File: config.mk
export PLATFORM = sky130hd
export DESIGN_NAME = apf_ctrl
export DESIGN_NICKNAME = d
export VERILOG_FILES = /design/src/apf_pkg.sv /design/src/apf_ctrl.sv
export SDC_FILE = /design/constraint.sdc
export NUM_CORES = 1
export LEC_CHECK = 0
export BUFFER_PORTS_ARGS = -buffer_cell sky130_fd_sc_hd__buf_2
export CAP_MARGIN = 20
export CORE_MARGIN = 1.5
export CORE_UTILIZATION = 44
export DETAILED_ROUTE_END_ITERATION = 16
export PLACE_DENSITY = 0.79
export SETUP_SLACK_MARGIN = 0.2
export SYNTH_ARGS = -nofsm -noshare
export SYNTH_HDL_FRONTEND = slang
export SYNTH_SLANG_ARGS = --single-unit
File: constraint.sdc
create_clock -name clk -period 1.5 [get_ports clk]
set_input_delay 0.075 -clock clk [delete_from_list [all_inputs] [get_ports clk]]
set_output_delay 0.075 -clock clk [all_outputs]
set_load 0.02 [all_outputs]
File: src/apf_pkg.sv
// shared types and constants of the articulation point finder
package apf_pkg;

	localparam int APF_MAX_NODES = 64;
	localparam int FIELD_W = 7;
	localparam logic [FIELD_W-1:0] NODE_COUNT_RESET = 7'd64;

	typedef enum logic [1:0] {
		MARK_NONE = 2'd0,
		MARK_SEEN = 2'd1,
		MARK_GONE = 2'd2
	} mark_t;

	typedef enum logic [4:0] {
		OP_NONE,
		OP_CLR_ADJ,
		OP_ACCEPT,
		OP_EA_RD,
		OP_EA_WR,
		OP_EB_RD,
		OP_EB_WR,
		OP_NCLR,
		OP_ARD,
		OP_AWR,
		OP_OINIT,
		OP_OUTER_RD,
		OP_OUTER_NEXT,
		OP_ROOT,
		OP_SKIP,
		OP_SCAN_RD,
		OP_PUSH1,
		OP_PUSH2,
		OP_BACK,
		OP_POP_RD,
		OP_POP2,
		OP_WALK_END,
		OP_PHASE2,
		OP_LOAD_OUT
	} dp_op_t;

	typedef struct packed {
		logic clr_last;
		logic run;
		logic edge_ok;
		logic outer_done;
		logic rd_none;
		logic scan_end;
		logic row_bit;
		logic has_parent;
		logic phase;
		logic out_busy;
	} dp_status_t;

endpackage

File: src/apf_ctrl.sv
// controller state machine sequencing loads, sweeps and depth-first walks
module apf_ctrl (
	input  logic                clk,
	input  logic                arst_n,
	input  logic                in_valid,
	output logic                in_ready,
	input  apf_pkg::dp_status_t status,
	output apf_pkg::dp_op_t     op
);
	typedef enum logic [4:0] {
		S_CLR, S_IDLE, S_EA_RD, S_EA_WR, S_EB_RD, S_EB_WR, S_NCLR, S_ARD, S_AWR,
		S_OINIT, S_OUTER, S_OCHK, S_SCAN, S_CHECK, S_PUSH2, S_POP2, S_DONE
	} state_t;

	state_t state_q, state_d;

	assign in_ready = (state_q == S_IDLE);

	always_comb begin
		state_d = state_q;
		op = apf_pkg::OP_NONE;
		case (state_q)
			S_CLR: begin
				op = apf_pkg::OP_CLR_ADJ;
				if (status.clr_last) state_d = S_IDLE;
			end
			S_IDLE: begin
				if (in_valid) begin
					op = apf_pkg::OP_ACCEPT;
					if (status.run) state_d = S_NCLR;
					else if (status.edge_ok) state_d = S_EA_RD;
				end
			end
			S_EA_RD: begin
				op = apf_pkg::OP_EA_RD;
				state_d = S_EA_WR;
			end
			S_EA_WR: begin
				op = apf_pkg::OP_EA_WR;
				state_d = S_EB_RD;
			end
			S_EB_RD: begin
				op = apf_pkg::OP_EB_RD;
				state_d = S_EB_WR;
			end
			S_EB_WR: begin
				op = apf_pkg::OP_EB_WR;
				state_d = S_IDLE;
			end
			S_NCLR: begin
				op = apf_pkg::OP_NCLR;
				if (status.clr_last) state_d = status.phase ? S_ARD : S_OINIT;
			end
			S_ARD: begin
				op = apf_pkg::OP_ARD;
				state_d = S_AWR;
			end
			S_AWR: begin
				op = apf_pkg::OP_AWR;
				state_d = status.clr_last ? S_OINIT : S_ARD;
			end
			S_OINIT: begin
				op = apf_pkg::OP_OINIT;
				state_d = S_OUTER;
			end
			S_OUTER: begin
				if (status.outer_done) begin
					if (status.phase) begin
						state_d = S_DONE;
					end else begin
						op = apf_pkg::OP_PHASE2;
						state_d = S_NCLR;
					end
				end else begin
					op = apf_pkg::OP_OUTER_RD;
					state_d = S_OCHK;
				end
			end
			S_OCHK: begin
				if (status.rd_none) begin
					op = apf_pkg::OP_ROOT;
					state_d = S_SCAN;
				end else begin
					op = apf_pkg::OP_OUTER_NEXT;
					state_d = S_OUTER;
				end
			end
			S_SCAN: begin
				if (status.scan_end) begin
					if (status.has_parent) begin
						op = apf_pkg::OP_POP_RD;
						state_d = S_POP2;
					end else begin
						op = apf_pkg::OP_WALK_END;
						state_d = S_OUTER;
					end
				end else if (status.row_bit) begin
					op = apf_pkg::OP_SCAN_RD;
					state_d = S_CHECK;
				end else begin
					op = apf_pkg::OP_SKIP;
				end
			end
			S_CHECK: begin
				if (status.rd_none) begin
					op = apf_pkg::OP_PUSH1;
					state_d = S_PUSH2;
				end else begin
					op = apf_pkg::OP_BACK;
					state_d = S_SCAN;
				end
			end
			S_PUSH2: begin
				op = apf_pkg::OP_PUSH2;
				state_d = S_SCAN;
			end
			S_POP2: begin
				op = apf_pkg::OP_POP2;
				state_d = S_SCAN;
			end
			S_DONE: begin
				if (!status.out_busy) begin
					op = apf_pkg::OP_LOAD_OUT;
					state_d = S_IDLE;
				end
			end
			default: state_d = S_IDLE;
		endcase
	end

	always_ff @(posedge clk or negedge arst_n) begin
		if (!arst_n) begin
			state_q <= S_CLR;
		end else begin
			state_q <= state_d;
		end
	end
endmodule

[Word level (Yosys, flattened, before mapping)]
Cells that the tools add are included.
Storage, ports and cells
  register bits: 5
  input port bits: 13
Operators by class
  equal/unequal tests: 22
  mux-type cells: 26
  reductions and logical operators: 3
Operator list (number)
  $pmux W5 S17: 1
  $pmux W5 S15: 1
  $mux W5: 14
  $eq A5 B4 Y1 const B: 8
  $eq A5 B3 Y1 const B: 4
  $eq A5 B2 Y1 const B: 2
  $mux W3: 3
  $mux W4: 2
  $ne A2 B2 Y1 const B: 4
  $mux W2: 3
  $reduce_and A6 Y1: 1
  $eq A5 B1 Y1 const B: 1
  $eq A5 B5 Y1 const B: 1
  $logic_not A5 Y1: 1
  $ne A3 B1 Y1 const B: 1
  $ne A3 B3 Y1 const B: 1
  $mux W1: 2
  $reduce_or A2 Y1: 1

[Logic depth before layout (Yosys ltp)]
Gate-level depths: netlist of the first run.
  word-level depth: 4
  depth in mapped cells: 7

[Worst setup path after synthesis of the first run]
No wires, ideal clock.
  kind: register to output
  start: reg state_q[1]
  end: out op[3]
  data arrival time: 1.417 ns
  required time: 1.425 ns
  slack: 0.008 ns
  cell stages (with the launch flop): 7
  path buffers: 2
  cell sequence: dfrtp_1 -> buf_4 -> buf_6 -> or3_1 -> o21ai_1 -> a21oi_1 -> o21ai_1
On the way
  cells in the longest elaborated chain, start to end: 2
Ends and longest elaborated chain
  start: declaration: line apf_ctrl.sv:15  | state_t state_q, state_d;
  start signal: assignment: line apf_ctrl.sv:135  | state_q <= state_d;
  $eq A5 B5 Y1, or another cell as far along: line apf_ctrl.sv:22  | case (state_q)
  $pmux W5 S17 *: line apf_ctrl.sv:22
  end: declaration: line apf_ctrl.sv:8  | output apf_pkg::dp_op_t op
Every way passes the cells marked *; elsewhere a longest branch is shown, timed or not.

[Final worst setup path of the first run]
  start: reg state_q[1]
  end: out op[1]
The elaborated chain is that of the path after synthesis.

==> results of run 1 <==
## per-stage QoR
stage	instance area (sq um)	hold slack [ns]	instances	setup TNS [ns]	total power, W
2_1_floorplan	837	-0.221	120	0	0.000969
3_3_place_gp	1070	-0.108	178	-0.159	0.00129
3_5_place_dp	1070	-0.105	178	-0.484	0.00133
4_1_cts	1350	0.140	190	-1.13	0.00184
5_1_grt	1450	0.180	195	-2.33	0.00220
6_report	1450	0.158	195	-1.68	0.00211
## cell usage after synthesis (all sizes together) (2+ instances only)
library cell,count
o21ai,16
nor2,13
a21oi,11
buf,11
nand2,8
nand3,7
dfrtp,5
inv,5
nor2b,5
nor3,5
o211ai,4
a221oi,2
a31oi,2
and2b,2
and3,2
nand2b,2
nand4,2
nor3b,2
o31ai,2
## worst min-delay path by stage
stage          startpoint  cells past startpoint    endpoint  slack (ns)
2_1_floorplan      arst_n                      0  state_q[0]       -0.22
3_3_place_gp       arst_n                      1  state_q[0]       -0.11
3_5_place_dp       arst_n                      1  state_q[0]       -0.10
4_1_cts         status[3]                      4  state_q[3]        0.14
5_1_grt         status[3]                      4  state_q[3]        0.18
6_report        status[3]                      4  state_q[3]        0.16
## report_power, final
part,internal (W),leakage (nW),switching (W),total [W]
sequential,0.000167,0.0597,0.0000446,0.000212
clock,0.000102,0.0150,0.0000783,0.000180
combinational,0.000813,0.537,0.000904,0.00172
## cells by family (layout without fill, tap and decap cells)
kind of cell	Yosys count	in the layout	share of synthesized area, %
buffers and inverters	16	66	13.1
DFF	5	5	15.4
AOI/OAI and AO/OA	46	46	36.0
and+or+nand+nor	51	51	33.4
xor gates and xnor gates	2	2	2.15
## routing by layer
metal  vias up  global-route usage, %
met4         0                   26.3
met5         -                      0
met2       124                   65.3
met3        39                   6.35
met1       560                   42.5
li1        539                      -
## timing repair
item,CTS,global route
endpoints found under the setup margin,11,11
resized for setup,47,16
hold endpoints to repair,5,0
pin swaps,8,6
cloned,0,0
hold buffers,1,0
buffers inserted,7,5
## cell usage in the layout (no fill, tap or decap), drive strengths merged, types with 2 or more instances in the layout
cell type | netlist | final
a21oi | 11 | 11
nand2b | 2 | 2
nor3b | 2 | 2
o211ai | 4 | 4
nand3 | 7 | 7
and3 | 2 | 2
nand4 | 2 | 2
inv | 5 | 5
nor2b | 5 | 5
nand2 | 8 | 8
a31oi | 2 | 2
a221oi | 2 | 2
and2b | 2 | 2
o31ai | 2 | 2
dfrtp | 5 | 5
o21ai | 16 | 16
clkbuf | 0 | 4
nor3 | 5 | 5
nor2 | 13 | 13
buf | 11 | 56
## worst register-to-register path, stage by stage (launching register included)
cell and delay (ns):
dfrtp_1 0.41, buf_12 0.16, buf_4 0.17, o221ai_4 0.22
buf_6 0.12, o31ai_1 0.06, a211oi_1 0.24, o21ai_1 0.10
## area by class of cell
class	instances	area share [%]
Tap cell	25	2.16
Inverter	5	1.30
Timing Repair Buffer	57	32.6
Sequential cell	5	9.00
Multi-Input combinational cell	99	53.2
Clock buffer	4	1.82
==> impl_results.md, run 1 <==
- WL met1: 1.33 mm
- Syn-to-layout area delta: 77.7%
- CP max-delay cell: dfrtp_2
- Total global-route track usage: 38.3%
- Congestion Overflow GR: 0
- Status: finished, violations left
- Crit-path cells: buf_12, and2b_1, o21ai_0, a21oi_1, a41oi_2, o21bai_2, buf_4
- RR Endpoint: state_q[2]
- Tmin final: 1.88 ns
- Synth Cell Area: around 810 sq um
- Post-synth EDFFs: 0
- Worst Path Buf+Inv: 2
- Pwr per Cell Area: 1460 nW/um^2
- Flip-flop and latch count after synthesis: 5
- Ys Warns: 0
- Starting density of the core: 47.1%
- Die height: 46.0 um
- Fill count: 101
- Slew Viols, Final: 0
- Router iterations before antenna repair: 5
- Most flop-heavy register: state_q
- Critical path origin: state_q[1]
- DRC Markers: 0
- PnR worst setup slack: -0.376 ns
- Antenna violations before repair: 0
- Sink Count: 5
- Rows: 15
- Worst EP arrival: around 1.8 ns
- Worst-path maximum fanout: 8
- Mean area per synthesized cell: 6.78 sq um
- Tightest Pin Transition: between 0.3 and 0.4 ns
- Detailed Place HPWL: 2.21 mm
- Share of cells above drive strength 1: 58.8%
- Fmax: 533 MHz
- Via count: between 1000 and 1500
- Clock Skew: 0.0104 ns
- Max incr delay on CP: ~0.43 ns
- Peak supply drop: 863 uV
- Vias in the first global route: roughly 1200
- Highest metal used: met4
- Worst r2r src: state_q[0]
- Util after Layout: 83.7%
- Die W: around 46 um
- Post-synthesis sequential area ratio: ~15%
- Violated checks: negative setup slack
- WL met2: 1.87 mm
- Place WS: -0.115 ns
- Final worst-path cycle share: 125%
- CTS buffer count: 3
- Net Count, Synth: 133
- Setup CP Type: register to output pin
- Routability cong.: 0.966
- Crit path launch type: register
- Die area: around 2100 sq um
- Maxcap violations: 0
- Average wire per standard cell: 20.3 um
- Clk buf depth: 2
- Residual antenna-violating net count after detailed routing: 0
- DR iter-0 viols: 115
- Crit end category: output pin
- Mapped Cells: 120
- Worst Hold Class: input pin to register
- Met3 routed WL: ~440 um
- Lkg Pwr: ~0.6 nW
- Clk_lat worst skew: around 0.27 ns
- Biggest regs: state_q (5)
- Vias per Instance: 6.47
- Final wirelength: 3.96 mm
- Core area: 1730 sq um
- Async SR Flop Fraction: 100%
- Rel. slew slack: 79.4%
- R2R Setup Slk: -0.11 ns
- Register Area: approximately 130 sq um
- Ant. Diodes: 0
- Multi-input gate area: 768 sq um
- WP depth: 7
- Io pins: 19
- Fin. Hold Viols: 0
- # setup viols final: 9
- Final net count: 184
- Worst reg2reg path depth: 7
- CP top delay family: compound AO/OA/AOI/OAI gates
- Largest register FFs: 5
- Top cell type's share of synthesized area: ~15%
- RSZ-0062 raised after global routing: yes
- Top_reg_cell synth: dfrtp_1
- Clock slew at reported path FFs: 0.06 ns
- IO Port Bufs: 18
- First-pass GRT wire length: 5.60 mm
- Crit path capture: op[1]
- Synth area leaders: dfrtp_1 (15%), a21oi_1 (6.8%), o21ai_0 (6.2%), nor2_1 (6.0%), buf_6 (5.5%)
- Cell taking the most area after synthesis: dfrtp_1
- Root Driver: clkbuf_4
- WP data required: 1.42 ns
- CTS tree: built
- H-tree depth: 1
- Unique masters post-synth: 40
- Largest net degree at the start of global routing: 12
(Power assumes the default switching activity.)
==> run 2, diff against run 1 <==
--- a/config.mk
+++ b/config.mk
@@ -11,6 +11,7 @@
 export CORE_UTILIZATION = 44
 export DETAILED_ROUTE_END_ITERATION = 16
 export PLACE_DENSITY = 0.79
+export RECOVER_POWER = 100
 export SETUP_SLACK_MARGIN = 0.2
 export SYNTH_ARGS = -nofsm -noshare
 export SYNTH_HDL_FRONTEND = slang
==> impl_results.md, run 2 (synthesized netlist as in run 1, its figures left out) <==
- DRC Markers: 0 (unchanged)
- Sink Count: 5 (unchanged)
- Fmax: 531 MHz (-0.33%)
- Clk_lat worst skew: 0.26 ns (about the same)
- Final net count: 184 (unchanged)
- Root Driver: clkbuf_4
- # setup viols final: 9 (unchanged)
- First-pass GRT wire length: 5.60 mm (unchanged)
- Clk buf depth: 2 (unchanged)
- Largest register FFs: 5 (unchanged)
- Violated checks: negative setup slack
- Syn-to-layout area delta: 77.4%
- CP max-delay cell: dfrtp_2
- Routability cong.: 0.966 (unchanged)
- Detailed Place HPWL: 2.21 mm (unchanged)
- Clock slew at reported path FFs: 0.05 ns (about the same)
- Worst r2r src: state_q[1]
- Commonest non-fill, non-tap cell in the layout: buf_4
- WHS: 0.163 ns (+0.00521 ns)
- Die height: 46.0 um (unchanged)
- Router iterations before antenna repair: 5 (unchanged)
- Worst-path maximum fanout: 8 (unchanged)
- Largest net degree at the start of global routing: 12 (unchanged)
- Maxcap violations: 0 (unchanged)
- Fill count: 102 (+0.99%)
- Seq pwr share: 10.0% (about the same)
- Switching Power: 0.00103 W (about the same)
- Vias in the first global route: 1232 (unchanged)
- Ant. Diodes: 0 (unchanged)
- IO Port Bufs: 18 (unchanged)
- PnR worst setup slack: -0.382 ns (-0.00620 ns)
- Status: finished, violations left
- R2R Setup Slk: -0.11 ns (about the same)
- Biggest regs: state_q (5)
- Vias per Instance: 6.55 (+1.2%)
- Final wirelength: 3.94 mm (-0.56%)
- H-tree depth: 1 (unchanged)
- Crit end category: output pin
- Combinational fraction of design power: 81.6% (+0.2 points)
- RSZ-0062 raised after global routing: yes
- Slew Viols, Final: 0 (unchanged)
- Design Area, Final: 1440 sq um (-0.17%)
- Critical path origin: state_q[1]
- Worst reg2reg path depth: 7 (unchanged)
- Rel. slew slack: 78.7% (-0.66 points)
- Register Area: 129 sq um (-0.96%)
- Sw frac: 48.7% (about the same)
- Clock Skew: 0.00695 ns (-0.00343 ns)
- Setup CP Type: register to output pin
- Congestion Overflow GR: 0 (unchanged)
- Lkg Pwr: 0.611 nW (-0.18%)
- Max incr delay on CP: 0.43 ns (about the same)
- WP data required: 1.42 ns (about the same)
- Total global-route track usage: 38.3% (unchanged)
- Worst EP arrival: 1.81 ns (about the same)
- Crit path launch type: register
- Residual antenna-violating net count after detailed routing: 0 (unchanged)
- Io pins: 19 (unchanged)
- Power Total: 0.00211 W (about the same)
- Die W: 46.0 um (unchanged)
- Share of cells above drive strength 1: 57.6% (-1.2 points)
- Rows: 15 (unchanged)
- Peak supply drop: 868 uV (+0.63%)
- Tmin final: 1.88 ns (+0.00620 ns)
- Multi-input gate area: 768 sq um (unchanged)
- Clock Power Share: 8.4% (about the same)
- CTS buffer count: 3 (unchanged)
- Fin. Hold Viols: 0 (unchanged)
- Core area: 1730 sq um (unchanged)
- Die area: 2120 sq um (unchanged)
- Worst Hold Class: input pin to register
- Crit-path cells: buf_12, and2b_1, o21ai_0, a21oi_1, a41oi_2, o21bai_2, buf_4
- Final worst-path cycle share: 125% (+0.41 points)
- Antenna violations before repair: 0 (unchanged)
- Average wire per standard cell: 20.2 um (-0.56%)
- CTS tree: built
- Dpl cell area: 1070 sq um (unchanged)
- DR iter-0 viols: 117 (+1.7%)
- Pwr per Cell Area: 1460 nW/um^2 (+0.10%)
- Starting density of the core: 47.1% (unchanged)
- Internal cell power: 0.00108 W (about the same)
- Via count: 1277 (+1.2%)
- Most frequent cells in the layout: buf_4 (30), buf_6 (12), buf_2 (11)
- Most flop-heavy register: state_q
- Crit path capture: op[1]
- Tightest Pin Transition: 0.317 ns (+0.00987 ns)
- RR Endpoint: state_q[3]
run 2: power groups by stage:
stage               Sequential (W)  Clock (W)  Combinational [W]
finish                    0.000212   0.000176            0.00172
global route              0.000212   0.000189            0.00180
CTS                       0.000209   0.000169            0.00147
detailed placement        0.000228          0            0.00110
global placement          0.000223          0            0.00107
floorplan                 0.000184          0           0.000785
run 2: what timing repair did:
action / in CTS / in global routing
pin swaps: 8 / 6
hold buffers: 1 / 0
endpoints found under the hold margin: 5 / 0
buffers inserted: 7 / 5
setup endpoints to repair: 11 / 11
resized for setup: 47 / 16
run 2: per-stage QoR:
| stage | util, % | setup slack [ns] | instances | setup TNS (ns) |
|---|---|---|---|---|
| 6_report | 83.6 | -0.382 | 195 | -1.73 |
| 3_5_place_dp | 62.0 | -0.115 | 178 | -0.484 |
| 5_1_grt | 83.6 | -0.404 | 195 | -2.36 |
| 3_3_place_gp | 62.0 | -0.0721 | 178 | -0.159 |
| 2_1_floorplan | - | 0.130 | 120 | 0 |
| 4_1_cts | 78.1 | -0.254 | 190 | -1.13 |
run 2: worst min-delay path by stage:
stage / start / to / slack (ns) / cells past startpoint
finish: status[3] / state_q[3] / 0.16 / 4
global route: status[3] / state_q[3] / 0.18 / 4
CTS: status[3] / state_q[3] / 0.14 / 4
detailed placement: arst_n / state_q[0] / -0.10 / 1
global placement: arst_n / state_q[0] / -0.11 / 1
floorplan: arst_n / state_q[0] / -0.22 / 0
run 2: critical path: cells and delay by family, from the launching register on:
kind | cells | cell delay (ns)
and+or+nand+nor | 1 | 0.21
AOI/OAI and AO/OA | 4 | 0.60
DFF | 1 | 0.43
buffers and inverters | 2 | 0.30
run 2: layout make-up:
cell class              instances  area share, %
multi-input cells              99           53.3
repair buffers                 57           32.5
flip-flops and latches          5           8.93
well taps                      25           2.17
clock buffers                   4           1.82
inverters                       5           1.30
run 2: routing by layer:
layer | wire, um | vias up | global-route usage [%]
li1 | - | 547 | -
met1 | 1330 | 564 | 42.5
met2 | 1840 | 124 | 65.3
met3 | 422 | 42 | 6.35
met4 | 340 | 0 | 26.3
met5 | 0 | - | 0
==> run 3, diff against run 2 <==
--- a/config.mk
+++ b/config.mk
@@ -7,10 +7,12 @@
 export LEC_CHECK = 0
 export BUFFER_PORTS_ARGS = -buffer_cell sky130_fd_sc_hd__buf_2
 export CAP_MARGIN = 20
+export CELL_PAD_IN_SITES_DETAIL_PLACEMENT = 0
+export CELL_PAD_IN_SITES_GLOBAL_PLACEMENT = 1
 export CORE_MARGIN = 1.5
-export CORE_UTILIZATION = 44
+export CORE_UTILIZATION = 33
 export DETAILED_ROUTE_END_ITERATION = 16
-export PLACE_DENSITY = 0.79
+export PLACE_DENSITY = 0.83
 export RECOVER_POWER = 100
 export SETUP_SLACK_MARGIN = 0.2
 export SYNTH_ARGS = -nofsm -noshare
==> impl_results.md, run 3 (synthesized netlist as in run 1, its figures left out) <==
- Ant. Diodes: 0 (unchanged)
- Detailed Place HPWL: 2.32 mm (+5.0%)
- Die W: 52.6 um (+14%)
- H-tree depth: 1 (unchanged)
- Vias in the first global route: 1202 (-2.4%)
- Finished Layout Cells: 203 (+4.1%)
- Clock slew at reported path FFs: 0.05 ns (about the same)
- Congestion Overflow GR: 0 (unchanged)
- CTS buffer count: 3 (unchanged)
- Most flop-heavy register: state_q
- Average wire per standard cell: 17.1 um (-15%)
- Tightest Pin Transition: 0.371 ns (+0.0539 ns)
- Lkg Pwr: 0.623 nW (+2.1%)
- Power Total: 0.00225 W (+6.8%)
- Rel. slew slack: 75.3% (-3.4 points)
- Seq pwr share: 11.5% (+1.5 points)
- Total global-route track usage: 27.9% (-10 points)
- Sink Count: 5 (unchanged)
- Worst EP arrival: 1.73 ns (-0.08 ns)
- Fmax: 555 MHz (+4.5%)
- Hold Crit Start: status[9]
- Status: finished, violations left
- Commonest non-fill, non-tap cell in the layout: buf_4
- Root Driver: clkbuf_4
- Via count: 1219 (-4.5%)
- Pwr per Cell Area: 1550 nW/um^2 (+6.1%)
- DR iter-0 viols: 27 (-77%)
- Largest register FFs: 5 (unchanged)
- Residual antenna-violating net count after detailed routing: 0 (unchanged)
- Place WS: -0.119 ns (-0.00374 ns)
- Clock Skew: 0.00156 ns (-0.00539 ns)
- Final wirelength: 3.48 mm (-12%)
- Inst Count DP: 189 (+6.2%)
- Combinational fraction of design power: 81.2% (-0.4 points)
- Die area: 2770 sq um (+31%)
- Setup TNS: -1.92 ns (-0.188 ns)
- Sw frac: 44.8% (-3.9 points)
- PnR worst setup slack: -0.302 ns (+0.0804 ns)
- Internal cell power: 0.00124 W (+15%)
- Crit path launch type: register
- IO Port Bufs: 18 (unchanged)
- Routability cong.: 0.941 (-2.5%)
- Clk_lat worst skew: 0.25 ns (about the same)
- Core area: 2280 sq um (+32%)
- WHS: 0.195 ns (+0.0321 ns)
- Vias per Instance: 6.00 (-8.3%)
- Largest net degree at the start of global routing: 10 (-2)
- Peak supply drop: 973 uV (+12%)
- CTS tree: built
- WP data required: 1.42 ns (about the same)
- Rows: 17 (+2)
- Tmin final: 1.80 ns (-0.0804 ns)
- Most frequent cells in the layout: buf_4 (32), buf_6 (15), nor2_1 (12), buf_2 (12), o21ai_1 (10)
- Share of cells above drive strength 1: 57.1% (-0.50 points)
- Setup CP Type: register to output pin
- Antenna violations before repair: 0 (unchanged)
- # setup viols final: 10 (+1)
- Violated checks: negative setup slack
- Starting density of the core: 35.7% (-11 points)
- Slew Viols, Final: 0 (unchanged)
- Final worst-path cycle share: 120% (-5.4 points)
- Worst-path maximum fanout: 6 (-2)
- Io pins: 19 (unchanged)
- Critical path origin: state_q[0]
- Clock Power Share: 7.2% (-1.2 points)
- Biggest regs: state_q (5)
- Worst Hold Class: input pin to register
- Worst r2r src: state_q[0]
- Maxcap violations: 0 (unchanged)
- First-pass GRT wire length: 5.62 mm (+0.50%)
- DRC Markers: 0 (unchanged)
- Final net count: 189 (+2.7%)
- Syn-to-layout area delta: 78.5%
- Die height: 52.6 um (+14%)
- RSZ-0062 raised after global routing: yes
- Switching Power: 0.00101 W (-1.7%)
- Router iterations before antenna repair: 4 (-1)
- Crit end category: output pin
- Clk buf depth: 2 (unchanged)
- Fin. Hold Viols: 0 (unchanged)
run 3: cell count changes in the layout (fill, tap and decap cells not counted), moves of 3 or more:
cell     before  now
buf_6        12   15
o21ai_0       7    3
o21ai_1       6   10
nand3_2       3    0
nand3_1       4    7
run 3: final cells by class:
type	count	area (sq um)
fillers	189	825
multi-input cells	99	751
repair buffers	62	490
flip-flops and latches	5	130
well taps	28	35.0
clock buffers	4	26.3
inverters	5	18.8
run 3: power by group through the flow:
stage / sequential [W] / combinational [W] / clock [W]
3_5_place_dp: 0.000237 / 0.00116 / 0
3_3_place_gp: 0.000235 / 0.00114 / 0
5_1_grt: 0.000262 / 0.00195 / 0.000173
4_1_cts: 0.000250 / 0.00162 / 0.000167
6_report: 0.000260 / 0.00183 / 0.000162
2_1_floorplan: 0.000184 / 0.000785 / 0
run 3: timing repair:
item	CTS	global route
hold buffers	1	0
gates resized for setup	49	16
buffers inserted	8	1
endpoints found under the setup margin	11	11
endpoints found under the hold margin	5	0
pin swaps	12	7
run 3: worst max-delay path, stage by stage (launching register included):
cell and delay [ns]:
dfrtp_2 0.48, buf_6 0.15, buf_4 0.14, nor3_1 0.24, o21ai_1 0.18, o2111ai_2 0.12, buf_4 0.17
run 3: through the flow:
stage / area [sq um] / utilization, %
after floorplan: 837 / -
final: 1450 / 63.8
after detailed placement: 1120 / 49.3
after global placement: 1120 / 49.3
after global routing: 1450 / 63.8
after CTS: 1370 / 60.3
run 3: final timing paths:
kind | endpoint | slack [ns] | depth (start not counted)
max | op[0] | -0.30 | 6
min | state_q[1] | 0.20 | 3
max reg2reg | state_q[1] | -0.11 | 7
min reg2reg | state_q[2] | 0.78 | 3
max in group asynchronous | state_q[2] | 1.06 | 2
min in group asynchronous | state_q[4] | 0.21 | 2
run 3: layer usage:
| metal | up-vias | global-route usage [%] | wire [um] |
|---|---|---|---|
| met5 | - | 0 | 0 |
| met4 | 0 | 15.8 | 158 |
| met3 | 16 | 6.00 | 329 |
| met2 | 82 | 46.0 | 1720 |
| met1 | 566 | 32.9 | 1280 |
| li1 | 555 | - | - |
